File: src/sv/dhcp_pkg.sv
// Shared constants, codes and tables for the DHCP byte parser.
`default_nettype none

package dhcp_pkg;

  // Packet geometry
  localparam int MAX_PACKET_BYTES_DEF = 2048;
  localparam int OFFSET_W             = 12;
  localparam int HDR_LEN              = 236;
  localparam int COOKIE_END           = 240;
  localparam int NUM_FIELDS           = 14;
  localparam int LAST_NUMERIC         = 10;

  // Output region codes
  localparam logic [2:0] REG_HEADER = 3'd0;
  localparam logic [2:0] REG_COOKIE = 3'd1;
  localparam logic [2:0] REG_CODE   = 3'd2;
  localparam logic [2:0] REG_LEN    = 3'd3;
  localparam logic [2:0] REG_DATA   = 3'd4;
  localparam logic [2:0] REG_SKIP   = 3'd5;

  // Error codes
  localparam logic [1:0] ERR_NONE     = 2'd0;
  localparam logic [1:0] ERR_TRUNC    = 2'd1;
  localparam logic [1:0] ERR_OVERSIZE = 2'd2;

  // Option codes that are single-byte skips
  localparam logic [7:0] OPT_PAD = 8'd0;
  localparam logic [7:0] OPT_END = 8'd255;

  // Header field layout: op htype hlen hops xid secs flags ciaddr yiaddr
  // siaddr giaddr chaddr sname file
  typedef logic [7:0] fld_arr_t [NUM_FIELDS];

  localparam fld_arr_t FLD_START = '{
    8'd0, 8'd1, 8'd2, 8'd3, 8'd4, 8'd8, 8'd10, 8'd12, 8'd16, 8'd20,
    8'd24, 8'd28, 8'd44, 8'd108
  };
  localparam fld_arr_t FLD_SIZE = '{
    8'd1, 8'd1, 8'd1, 8'd1, 8'd4, 8'd2, 8'd2, 8'd4, 8'd4, 8'd4,
    8'd4, 8'd16, 8'd64, 8'd128
  };

  // One labeled output word
  typedef struct packed {
    logic [7:0]  byte_out;
    logic [2:0]  region;
    logic [3:0]  header_field;
    logic [7:0]  byte_in_field;
    logic [31:0] field_value;
    logic        field_done;
    logic [7:0]  option_code;
    logic        option_done;
    logic        packet_end;
    logic [1:0]  error_code;
  } label_t;

endpackage

`default_nettype wire

File: src/sv/dhcp_ifs.sv
// Valid/ready channel interfaces for raw message bytes and labeled bytes.
`default_nettype none

interface dhcp_byte_if;
  logic       valid;
  logic       ready;
  logic [7:0] data_byte;
  logic       last_byte;

  modport source(output valid, data_byte, last_byte, input ready);
  modport sink(input valid, data_byte, last_byte, output ready);
endinterface

interface dhcp_label_if;
  logic        valid;
  logic        ready;
  logic [7:0]  byte_out;
  logic [2:0]  region;
  logic [3:0]  header_field;
  logic [7:0]  byte_in_field;
  logic [31:0] field_value;
  logic        field_done;
  logic [7:0]  option_code;
  logic        option_done;
  logic        packet_end;
  logic [1:0]  error_code;

  modport source(
    output valid, byte_out, region, header_field, byte_in_field, field_value,
           field_done, option_code, option_done, packet_end, error_code,
    input  ready
  );
  modport sink(
    input  valid, byte_out, region, header_field, byte_in_field, field_value,
           field_done, option_code, option_done, packet_end, error_code,
    output ready
  );
endinterface

`default_nettype wire

File: src/sv/dhcp_packet_byte_parser.sv
// DHCP message byte labeler: input register, label logic, result register.
//
// Usage:
//   byte_in   : one message byte per word (data_byte) with last_byte set on
//               the final byte of a message. Accepted when valid && ready.
//   label_out : one labeled word per input byte, in order: region, header
//               field index and position, big-endian value of numeric header
//               fields, option code, field/option completion, packet end
//               copy and error code (truncated or oversize).
//   A byte taken into the input register moves to the result register, which
//   drives label_out, as soon as the result register is free.
//   Throughput is one byte per cycle while label_out.ready is high; the parse
//   state (offset, phase, option counters, value accumulator) is updated in
//   one pass as a byte moves from the input register to the result register.
//   rst (synchronous, active high) empties both registers and returns the
//   parser to the start of a message. After a byte with last_byte set the
//   parser also returns to the start of a message.
//   When the receiver holds ready low the result register holds its word;
//   one more byte is still taken into the input register, after which
//   byte_in.ready drops until the result word is taken.
`default_nettype none

module dhcp_packet_byte_parser
  import dhcp_pkg::*;
#(
  parameter int MAX_PACKET_BYTES = MAX_PACKET_BYTES_DEF
) (
  input wire logic      clk,
  input wire logic      rst,
  dhcp_byte_if.sink     byte_in,
  dhcp_label_if.source  label_out
);

  // Parse phase codes
  localparam logic [2:0] PH_HEADER = 3'd0;
  localparam logic [2:0] PH_COOKIE = 3'd1;
  localparam logic [2:0] PH_CODE   = 3'd2;
  localparam logic [2:0] PH_LEN    = 3'd3;
  localparam logic [2:0] PH_DATA   = 3'd4;

  localparam logic [OFFSET_W-1:0] OFFSET_MAX = {OFFSET_W{1'b1}};
  localparam logic [OFFSET_W-1:0] OFS_LIMIT  = OFFSET_W'(MAX_PACKET_BYTES);
  localparam logic [OFFSET_W-1:0] OFS_HDR    = OFFSET_W'(HDR_LEN);
  localparam logic [OFFSET_W-1:0] OFS_COOKIE = OFFSET_W'(COOKIE_END);

  // Input register
  logic       s1_valid;
  logic [7:0] s1_byte;
  logic       s1_last;

  // Result register
  logic   out_valid;
  label_t lbl;
  label_t lbl_next;

  // Parse state
  logic [OFFSET_W-1:0] byte_offset, byte_offset_next;
  logic [2:0]          parse_phase, parse_phase_next;
  logic [7:0]          option_remaining, option_remaining_next;
  logic [7:0]          current_code, current_code_next;
  logic [7:0]          data_index, data_index_next;
  logic [31:0]         value_accumulator, value_accumulator_next;

  logic       advance;
  logic       trunc;
  logic [3:0] fidx;
  logic [7:0] off8;
  logic [7:0] pos;
  logic [7:0] rem_dec;

  assign advance       = s1_valid && (!out_valid || label_out.ready);
  assign byte_in.ready = !s1_valid || advance;

  // Input register
  always_ff @(posedge clk) begin
    if (rst) begin
      s1_valid <= 1'b0;
    end else if (byte_in.ready) begin
      s1_valid <= byte_in.valid;
    end
    if (byte_in.valid && byte_in.ready) begin
      s1_byte <= byte_in.data_byte;
      s1_last <= byte_in.last_byte;
    end
  end

  // Header field lookup from the byte offset
  assign off8 = byte_offset[7:0];
  always_comb begin
    fidx = 4'd0;
    for (int i = 1; i < NUM_FIELDS; i++) begin
      if (off8 >= FLD_START[i]) fidx = 4'(i);
    end
  end
  assign pos     = off8 - FLD_START[fidx];
  assign rem_dec = option_remaining - 8'd1;

  // Label and next state for the byte in the input register
  always_comb begin
    lbl_next                 = '0;
    lbl_next.byte_out        = s1_byte;
    lbl_next.packet_end      = s1_last;
    trunc                    = 1'b0;
    parse_phase_next         = parse_phase;
    option_remaining_next    = option_remaining;
    current_code_next        = current_code;
    data_index_next          = data_index;
    value_accumulator_next   = value_accumulator;

    if (parse_phase == PH_HEADER && byte_offset < OFS_HDR) begin
      lbl_next.region        = REG_HEADER;
      lbl_next.header_field  = fidx;
      lbl_next.byte_in_field = pos;
      if (fidx <= 4'(LAST_NUMERIC)) begin
        value_accumulator_next = (pos == 8'd0) ? {24'd0, s1_byte}
                                               : {value_accumulator[23:0], s1_byte};
        lbl_next.field_value   = value_accumulator_next;
      end else begin
        value_accumulator_next = '0;
      end
      lbl_next.field_done = ((pos + 8'd1) == FLD_SIZE[fidx]);
      trunc = s1_last;
      if (byte_offset == OFS_HDR - 1'b1) parse_phase_next = PH_COOKIE;
    end else if (parse_phase == PH_HEADER || parse_phase == PH_COOKIE) begin
      lbl_next.region = REG_COOKIE;
      if (byte_offset >= OFS_HDR && byte_offset < OFS_COOKIE) begin
        lbl_next.byte_in_field = 8'(byte_offset - OFS_HDR);
      end
      trunc = s1_last && (byte_offset < OFS_COOKIE - 1'b1);
      parse_phase_next = (byte_offset >= OFS_COOKIE - 1'b1) ? PH_CODE : PH_COOKIE;
    end else if (parse_phase == PH_LEN) begin
      lbl_next.region      = REG_LEN;
      lbl_next.option_code = current_code;
      if (s1_byte == 8'd0) begin
        lbl_next.option_done = 1'b1;
        parse_phase_next     = PH_CODE;
      end else begin
        option_remaining_next = s1_byte;
        data_index_next       = 8'd0;
        parse_phase_next      = PH_DATA;
        trunc                 = s1_last;
      end
    end else if (parse_phase == PH_DATA) begin
      lbl_next.region        = REG_DATA;
      lbl_next.option_code   = current_code;
      lbl_next.byte_in_field = data_index;
      data_index_next        = data_index + 8'd1;
      option_remaining_next  = rem_dec;
      if (rem_dec == 8'd0) begin
        lbl_next.option_done = 1'b1;
        parse_phase_next     = PH_CODE;
      end else begin
        trunc = s1_last;
      end
    end else begin
      lbl_next.option_code = s1_byte;
      if (s1_byte == OPT_PAD || s1_byte == OPT_END) begin
        lbl_next.region = REG_SKIP;
      end else begin
        lbl_next.region   = REG_CODE;
        current_code_next = s1_byte;
        parse_phase_next  = PH_LEN;
        trunc             = s1_last;
      end
    end

    // Oversize wins over truncation
    if (byte_offset >= OFS_LIMIT) begin
      lbl_next.error_code = ERR_OVERSIZE;
    end else if (trunc) begin
      lbl_next.error_code = ERR_TRUNC;
    end else begin
      lbl_next.error_code = ERR_NONE;
    end

    byte_offset_next = (byte_offset == OFFSET_MAX) ? byte_offset
                                                   : byte_offset + 1'b1;

    // End of message: start over
    if (s1_last) begin
      byte_offset_next       = '0;
      parse_phase_next       = PH_HEADER;
      option_remaining_next  = '0;
      current_code_next      = '0;
      data_index_next        = '0;
      value_accumulator_next = '0;
    end
  end

  // Parse state update
  always_ff @(posedge clk) begin
    if (rst) begin
      byte_offset       <= '0;
      parse_phase       <= PH_HEADER;
      option_remaining  <= '0;
      current_code      <= '0;
      data_index        <= '0;
      value_accumulator <= '0;
    end else if (advance) begin
      byte_offset       <= byte_offset_next;
      parse_phase       <= parse_phase_next;
      option_remaining  <= option_remaining_next;
      current_code      <= current_code_next;
      data_index        <= data_index_next;
      value_accumulator <= value_accumulator_next;
    end
  end

  // Result register
  always_ff @(posedge clk) begin
    if (rst) begin
      out_valid <= 1'b0;
    end else if (advance) begin
      out_valid <= 1'b1;
    end else if (label_out.ready) begin
      out_valid <= 1'b0;
    end
    if (advance) lbl <= lbl_next;
  end

  assign label_out.valid         = out_valid;
  assign label_out.byte_out      = lbl.byte_out;
  assign label_out.region        = lbl.region;
  assign label_out.header_field  = lbl.header_field;
  assign label_out.byte_in_field = lbl.byte_in_field;
  assign label_out.field_value   = lbl.field_value;
  assign label_out.field_done    = lbl.field_done;
  assign label_out.option_code   = lbl.option_code;
  assign label_out.option_done   = lbl.option_done;
  assign label_out.packet_end    = lbl.packet_end;
  assign label_out.error_code    = lbl.error_code;

  // Checks
  a_restart_after_last: assert property (@(posedge clk) disable iff (rst)
    advance && s1_last |=> byte_offset == '0 && parse_phase == PH_HEADER &&
                           option_remaining == '0 && value_accumulator == '0)
    else $error("parser did not restart after last byte");

  a_field_done_header: assert property (@(posedge clk) disable iff (rst)
    label_out.valid && label_out.field_done |-> label_out.region == REG_HEADER)
    else $error("field_done outside header");

  a_option_done_region: assert property (@(posedge clk) disable iff (rst)
    label_out.valid && label_out.option_done |->
      label_out.region == REG_LEN || label_out.region == REG_DATA)
    else $error("option_done outside length or data");

  a_options_after_cookie: assert property (@(posedge clk) disable iff (rst)
    parse_phase == PH_CODE || parse_phase == PH_LEN || parse_phase == PH_DATA
      |-> byte_offset >= OFS_COOKIE)
    else $error("option phase before end of cookie");

  a_data_outstanding: assert property (@(posedge clk) disable iff (rst)
    parse_phase == PH_DATA |-> option_remaining != 8'd0)
    else $error("data phase with no bytes outstanding");

endmodule

`default_nettype wire
File: src/flat_wrapper.sv
// flat-port wrapper written by rule: the top's interface ports become plain ports
module dhcp_packet_byte_parser_flat import dhcp_pkg::*;
#(
  parameter int MAX_PACKET_BYTES = MAX_PACKET_BYTES_DEF
)
  (clk, rst, byte_in_valid, byte_in_data_byte, byte_in_last_byte, byte_in_ready, label_out_valid, label_out_byte_out, label_out_region, label_out_header_field, label_out_byte_in_field, label_out_field_value, label_out_field_done, label_out_option_code, label_out_option_done, label_out_packet_end, label_out_error_code, label_out_ready);
  dhcp_byte_if byte_in_i ();
  dhcp_label_if label_out_i ();
  input wire logic clk;
  input wire logic rst;
  input wire logic [$bits(byte_in_i.valid)-1:0] byte_in_valid;
  input wire logic [$bits(byte_in_i.data_byte)-1:0] byte_in_data_byte;
  input wire logic [$bits(byte_in_i.last_byte)-1:0] byte_in_last_byte;
  output wire logic [$bits(byte_in_i.ready)-1:0] byte_in_ready;
  output wire logic [$bits(label_out_i.valid)-1:0] label_out_valid;
  output wire logic [$bits(label_out_i.byte_out)-1:0] label_out_byte_out;
  output wire logic [$bits(label_out_i.region)-1:0] label_out_region;
  output wire logic [$bits(label_out_i.header_field)-1:0] label_out_header_field;
  output wire logic [$bits(label_out_i.byte_in_field)-1:0] label_out_byte_in_field;
  output wire logic [$bits(label_out_i.field_value)-1:0] label_out_field_value;
  output wire logic [$bits(label_out_i.field_done)-1:0] label_out_field_done;
  output wire logic [$bits(label_out_i.option_code)-1:0] label_out_option_code;
  output wire logic [$bits(label_out_i.option_done)-1:0] label_out_option_done;
  output wire logic [$bits(label_out_i.packet_end)-1:0] label_out_packet_end;
  output wire logic [$bits(label_out_i.error_code)-1:0] label_out_error_code;
  input wire logic [$bits(label_out_i.ready)-1:0] label_out_ready;
  assign byte_in_i.valid = byte_in_valid;
  assign byte_in_i.data_byte = byte_in_data_byte;
  assign byte_in_i.last_byte = byte_in_last_byte;
  assign byte_in_ready = byte_in_i.ready;
  assign label_out_valid = label_out_i.valid;
  assign label_out_byte_out = label_out_i.byte_out;
  assign label_out_region = label_out_i.region;
  assign label_out_header_field = label_out_i.header_field;
  assign label_out_byte_in_field = label_out_i.byte_in_field;
  assign label_out_field_value = label_out_i.field_value;
  assign label_out_field_done = label_out_i.field_done;
  assign label_out_option_code = label_out_i.option_code;
  assign label_out_option_done = label_out_i.option_done;
  assign label_out_packet_end = label_out_i.packet_end;
  assign label_out_error_code = label_out_i.error_code;
  assign label_out_i.ready = label_out_ready;
  dhcp_packet_byte_parser #(.MAX_PACKET_BYTES(MAX_PACKET_BYTES)) u_core (.clk(clk), .rst(rst), .byte_in(byte_in_i), .label_out(label_out_i));
endmodule
File: config.mk
export PLATFORM = sky130hd
export DESIGN_NAME = dhcp_packet_byte_parser_flat
export DESIGN_NICKNAME = d
export VERILOG_FILES = /design/src/sv/dhcp_pkg.sv /design/src/sv/dhcp_ifs.sv /design/src/sv/dhcp_packet_byte_parser.sv /design/src/flat_wrapper.sv
export SDC_FILE = /design/constraint.sdc
export NUM_CORES = 1
export LEC_CHECK = 0
export ABC_AREA = 1
export BUFFER_PORTS_ARGS = -buffer_cell sky130_fd_sc_hd__buf_2
export CAP_MARGIN = 20
export CORE_UTILIZATION = 59
export DETAILED_ROUTE_END_ITERATION = 6
export PLACE_DENSITY = 0.84
export SYNTH_ARGS = -nofsm -noshare
export SYNTH_HDL_FRONTEND = slang
export SYNTH_SLANG_ARGS = --single-unit
export TNS_END_PERCENT = 1
File: constraint.sdc
create_clock -name clk -period 5.2 [get_ports clk]
set_clock_uncertainty 0.2 [all_clocks]
set_input_delay 0.26 -clock clk [delete_from_list [all_inputs] [get_ports clk]]
set_output_delay 0.26 -clock clk [all_outputs]
set_load 0.02 [all_outputs]
# Word-level counts from Yosys, hierarchy flattened
# Memories as Yosys holds them, arrays and structs flattened.
# Cells that the tools add are included.
[totals] register_bits=142 romBits=256 input_bits=13 out_inout_bits=70 word_cells=169 memories=2
[classes] addsub=6 magnitude_cmp=21 eq_ne=17 muxes=75 bitwise_logic=1 reduce_logical=25
[mem_list] memory="(no name shown)" depth=16 word_bits=8 rd=1 rd_clocked_by_memory_dff=0 wr=0 line_no="dhcp_packet_byte_parser.sv:95" rtl="assign pos = off8 - FLD_START[fidx];"
[mem_list] memory="(no name shown)" depth=16 word_bits=8 rd=1 rd_clocked_by_memory_dff=0 wr=0 line_no="dhcp_packet_byte_parser.sv:121" rtl="lbl_next.field_done = ((pos + 8'd1) == FLD_SIZE[fidx]);"
[op_table] op="8-bit two-way mux" n=28
[op_table] op="32-bit two-way mux" n=2
[op_table] op="24-bit two-way mux" n=2
[op_table] op="3-bit two-way mux" n=15
[op_table] op="12-bit by 8-bit < comparator with 1-bit output, second input constant" n=3
[op_table] op="8-bit by 5-bit >= comparator with 1-bit output, second input constant" n=4
[op_table] op="12-bit by 8-bit >= comparator with 1-bit output, second input constant" n=2
[op_table] op="8-bit by 4-bit >= comparator with 1-bit output, second input constant" n=3
[op_table] op="8-bit zero test" n=3
[op_table] op="12-bit two-way mux" n=2
[op_table] op="4-bit two-way mux" n=6
[op_table] op="8-bit by 1-bit adder with 8-bit output, second input constant" n=2
[op_table] op="8-bit by 2-bit >= comparator with 1-bit output, second input constant" n=2
[op_table] op="1-bit two-way mux" n=15
[op_table] op="12-bit by 1-bit adder with 12-bit output, second input constant" n=1
[op_table] op="12-bit equality test, second input constant" n=1
[op_table] op="12-bit by 8-bit equality test with 1-bit output, second input constant" n=1
[op_table] op="12-bit >= comparator, second input constant" n=1
[op_table] op="2-bit by 1-bit inequality test with 1-bit output, second input constant" n=6
[op_table] op="9-bit two-way mux" n=1
[op_table] op="8-bit equality test" n=1
[op_table] op="8-bit equality test, second input constant" n=1
[op_table] op="8-bit by 1-bit >= comparator with 1-bit output, second input constant" n=1
[op_table] op="8-bit by 3-bit >= comparator with 1-bit output, second input constant" n=1
[op_table] op="27 further kinds" n=41

# Depth between registers and ports, before layout
[logic_depth] ltp_word=24 ltp_mapped=30 mapped_depth_nobuf=30

# Worst setup path after synthesis
# No wires, ideal clock.
[synth_path] path_type="register -> register" start="register u_core.byte_offset[2]" end="register u_core.lbl (netlist bit u_core.label_out.field_value[30]), data pin" setup_time_ns=0.252 t_arrival_ns=3.565 required_ns=4.748 path_slack_ns=1.183 stages_incl_launch_ff=28 n_path_buf=1 synth_period_minus_slack_ns=4.017 cell_sequence="dfxtp_1 > inv_1 > ha_1 > nand2_1 > nand2_1 > nor2_1 > o21ai_0 > nand2_1 > a21oi_1 > o21ai_0 > nand2_1 > nand3_1 > nand2_1 > ha_1 > a21oi_1 > o21ai_0 > ha_1 > nand2_1 > inv_1 > nand3_1 > nand3_1 > nand2_1 > nand2_1 > nor3_2 > nand3_4 > nand2_4 > buf_8 > nor2_1"
[synth_between] elab_chain_len=22 word_cells_on_any_way=37 classes_between="1 x add/sub; 15 x order compare; 17 x mux; 1 x bitwise; 2 x reduce/logical; 1 x memory"
[synth_rtl] item="start, declared" line_no="dhcp_packet_byte_parser.sv:57" rtl="logic [OFFSET_W-1:0] byte_offset, byte_offset_next;"
[synth_rtl] item="start signal, assigned" line_no="dhcp_packet_byte_parser.sv:200" rtl="byte_offset <= byte_offset_next;"
[synth_rtl] item="8-bit by 1-bit >= comparator with 1-bit output" line_no="dhcp_packet_byte_parser.sv:92" rtl="if (off8 >= FLD_START[i]) fidx = 4'(i);"
[synth_rtl] item="1-bit two-way mux" line_no="dhcp_packet_byte_parser.sv:92"
[synth_rtl] item="2-bit two-way mux (2 in a row)" line_no="dhcp_packet_byte_parser.sv:92"
[synth_rtl] item="3-bit two-way mux (4 in a row)" line_no="dhcp_packet_byte_parser.sv:92"
[synth_rtl] item="4-bit two-way mux (6 in a row)" line_no="dhcp_packet_byte_parser.sv:92"
[synth_rtl] item="4-bit inverter with 5-bit output (implied by the code)" line_no="dhcp_packet_byte_parser.sv:95"
[synth_rtl] item="memory 16 x 8 bit"
[synth_rtl] item="8-bit two-way mux (implied by the code) (2 in a row)" line_no="dhcp_packet_byte_parser.sv:95"
[synth_rtl] item="8-bit subtractor" line_no="dhcp_packet_byte_parser.sv:95"
[synth_rtl] item="8-bit zero test" line_no="dhcp_packet_byte_parser.sv:115" rtl="value_accumulator_next = (pos == 8'd0) ? {24'd0, s1_byte}"
[synth_rtl] item="32-bit two-way mux" line_no="dhcp_packet_byte_parser.sv:115"
[synth_rtl] item="32-bit two-way mux"
[synth_rtl] item="end signal, assigned" line_no="dhcp_packet_byte_parser.sv:218" rtl="if (advance) lbl <= lbl_next;"
[synth_rtl] item="end, declared" line_no="dhcp_packet_byte_parser.sv:53" rtl="label_t lbl;"
# Parallel ways exist; a longest one is shown, timed or not. The select of a mux whose other input is x is not followed.
# A chain may end at the register's enable or synchronous reset.

# Final worst setup path
[layout_path] start="register u_core.byte_offset[2]" end="register u_core.lbl (netlist bit u_core.label_out.field_value[13]), data pin"
# The elaborated chain is that of the path after synthesis.

==> flow_summary.yaml <==
layout:
  regArea_mm2: 0.00361
  drive_above_1_share: 0.211
  fillers: 951
  nets: 980
  multi_input_area_mm2: 0.00314
  antenna_cells: 0
  area_delta_synth_final_pct: 15.9
routing:
  routedWlPerCell_um: 15.2
  route.detailed.drc: 0
  totalWireLength_um: 17000
  vias_per_cell: 5.54
  drt_iter0_markers: 537
  ant_nets: 0
  vias: 6220
  dr.pass1.iters: 7
timing:
  relSlewSlack: 0.435
  drv_slew: 0
  max_freq_mhz: 209
  setup_violations: 0
  tns_ps: 0
  hold_viol_final: 0
  finalCritPeriodShare: 0.918
  finalCriticalPeriod_ps: 4770
  whs_ps: 229
  worst_slew_pin_slew_ps: 847
  rsz0062_at_grt: "no"
  timing.final.ws_setup_ps: 427
logic_synthesis:
  synthesis.nets: 887
  synth_cell_type_count: 46
  syn_area_per_cell_um2: 8.71
  synthCells: 848
  yosys_register_bits: 142
  synth_warnings: 0
  async_flop_share: 0
  synth_edf_count: 77
  synth_ff_type: "edfxtp_1"
  syn_area_mm2: 0.00739
  yosysSeqAreaShare: 0.489
critical_path:
  cp-start-kind: "flop"
  timing.rr.start: "u_core.byte_offset[2]"
  required_ps: 5170
  crit_arrival_ps: 4740
  r2r-end: "u_core.label_out.field_value[13]"
  cp-end-kind: "flop"
  reg2reg_depth: 26
  reg2reg_slack_ps: 430
  critPathMaxFanout: 24
  crit_type: "flop to flop"
floorplan:
  core_mm2: 0.0121
  die_w_um: 114
  rows: 40
  io_pins: 83
  initial_core_util: 0.610
  die-area_mm2: 0.0130
  die_h_um: 114
placement:
  port_buffers: 82
  finalWeightedCongestion: 0.966
  dp_hpwl_um: 11700
  place_ws_ps: 409
hold_path:
  hold_path.startpoint: "rst"
  hp-class: "input port to flop"
  whs_path_depth: 2
  hold_end: "u_core.option_remaining[4]"
clock_network:
  clkLatencyLatePin_ps: 420
  cts-root-buf: "clkbuf_16"
  cts_tree: "done"
  cts_max_path_buffers: 2
  numClockSinks: 142
  numCtsBuffers: 17
  clkTransAtPathRegs_ps: 60
  h-tree-depth: 4
global_route:
  grt_pass1_wl_um: 27700
  antenna_found_initial: 0
  grt_pass1_vias: 5697
  track_usage: 0.279
  grt_max_degree: 40
  grt_overflow: 0
pwr:
  p_per_area_mw_per_mm2: 332
  ir_worst_vdd_uv: 222
  p_leak_uw: 0.00353
run_status:
  status: "finished clean"
job:
  max_cap_viol_count: 0
-- through the flow --
step | area [um2] | std cells | util | power (uW)
floorplan | 7390 | 848 | - | 1570
global placement | 7860 | 1078 | 0.649 | 1660
detailed placement | 7860 | 1078 | 0.649 | 1660
CTS | 8550 | 1122 | 0.706 | 2840
global route | 8560 | 1122 | 0.707 | 2950
finish | 8560 | 1122 | 0.707 | 2840
-- worst max path at each step --
stage,from,endpoint,cells past startpoint
after global routing,u_core.byte_offset[2],u_core.label_out.field_value[14],26
after global placement,u_core.byte_offset[3],u_core.label_out.field_value[16],20
after floorplan,u_core.byte_offset[2],u_core.label_out.field_value[30],27
after detailed placement,u_core.byte_offset[3],u_core.label_out.field_value[13],26
final,u_core.byte_offset[2],u_core.label_out.field_value[13],26
after CTS,u_core.byte_offset[3],u_core.label_out.field_value[13],26
-- synthesized netlist by cell type (all sizes together), types with 5 or more instances --
| master | n | share of area |
|---|---|---|
| nand4 | 16 | 0.014 |
| a211oi | 7 | 0.0071 |
| nand3 | 60 | 0.052 |
| a21oi | 73 | 0.055 |
| inv | 127 | 0.066 |
| nor2 | 106 | 0.073 |
| edfxtp | 77 | 0.31 |
| dfxtp | 65 | 0.18 |
| buf | 13 | 0.017 |
| clkbuf | 8 | 0.0041 |
| ha | 25 | 0.042 |
| o21ai | 43 | 0.029 |
| a31oi | 5 | 0.0042 |
| nor3 | 19 | 0.014 |
| xor2 | 8 | 0.0095 |
| nand2 | 172 | 0.098 |
-- kinds of logic (layout without fill, tap and decap cells) --
kind of cell / Yosys count / count (layout) / synth area share
simple gates: 380 / 380 / 0.257
buf+inv: 149 / 255 / 0.0872
compound gates: 142 / 142 / 0.110
flops: 142 / 142 / 0.489
fa+ha+maj: 26 / 26 / 0.0451
xor+xnor: 9 / 9 / 0.0107
-- what timing repair did --
action	CTS	global route
hold endpoints to repair	11	0
setup buffers	0	0
hold buffers	12	0
resized for setup	0	1
setup endpoints to repair	0	24
-- layout make-up --
class / instances / share of cell area
timing repair buffer: 95 / 0.0628
multi-input combinational: 557 / 0.367
tap: 168 / 0.0246
clock buffer: 20 / 0.0510
sequential: 142 / 0.422
clock inverter: 12 / 0.0159
inverter: 128 / 0.0571
-- report_power, final --
group | total [uW] | internal, uW | switching (uW)
Combinational | 401 | 125 | 277
Sequential | 1260 | 1230 | 23.7
Clock | 1180 | 709 | 471
Total | 2840 | 2070 | 771
-- cells in the final DEF, fill, tap and decap left out, drive strengths merged --
cell | Yosys | final
a211oi | 7 | 7
inv | 127 | 129
o221ai | 4 | 4
o21a | 2 | 2
nor3b | 4 | 4
o31ai | 1 | 1
a32o | 1 | 1
dlygate4sd3 | 0 | 12
edfxtp | 77 | 77
buf | 13 | 83
xor2 | 8 | 8
o32ai | 1 | 1
clkinvlp | 0 | 3
ha | 25 | 25
fa | 1 | 1
nor2 | 106 | 106
xnor2 | 1 | 1
clkbuf | 8 | 20
dfxtp | 65 | 65
a21oi | 73 | 73
nand4 | 16 | 16
nor4 | 1 | 1
nand3 | 60 | 60
o21ai | 43 | 43
clkinv | 1 | 6
a31oi | 5 | 5
nand3b | 2 | 2
o22ai | 4 | 4
o2111ai | 1 | 1
nand2 | 172 | 172
nor3 | 19 | 19
bufinv | 0 | 2
-- critical path, cell delays in order (launching register included) --
cell	delay (ps)
dfxtp_1	510
inv_1	180
ha_1	250
nand2_1	60
nand2_1	50
nor2_1	90
o21ai_0	130
nand2_1	80
a21oi_1	60
o21ai_0	140
nand2_1	90
nand3_1	90
nand2_1	120
ha_1	340
a21oi_1	120
o21ai_0	130
ha_1	380
nand2_1	90
inv_1	50
nand3_1	100
nand3_1	100
nand2_1	100
nand2_1	130
nor3_2	250
nand3_4	290
nand2_8	300
nor2_1	70
-- layer usage --
layer / up-vias / track usage / wire, um
met1: 2918 / 0.363 / 7460
met3: 38 / 0.0659 / 1080
li1: 3015 / - / -
met5: - / 0 / 0
met2: 249 / 0.445 / 8040
met4: 0 / 0.123 / 450
-- state kept, by name, summed over array words and instances (netlist names), 4 cells and up --
| name | count |
|---|---|
| u_core.s1_byte | 8 |
| u_core.label_out.field_value | 32 |
| u_core.label_out.option_code | 8 |
| u_core.data_index | 8 |
| u_core.label_out.byte_out | 8 |
| u_core.current_code | 8 |
| u_core.label_out.byte_in_field | 8 |
| u_core.byte_offset | 12 |
| u_core.option_remaining | 8 |
| u_core.label_out.header_field | 4 |
| u_core.value_accumulator | 24 |
No activity file was read; power rests on OpenSTA's default activity.
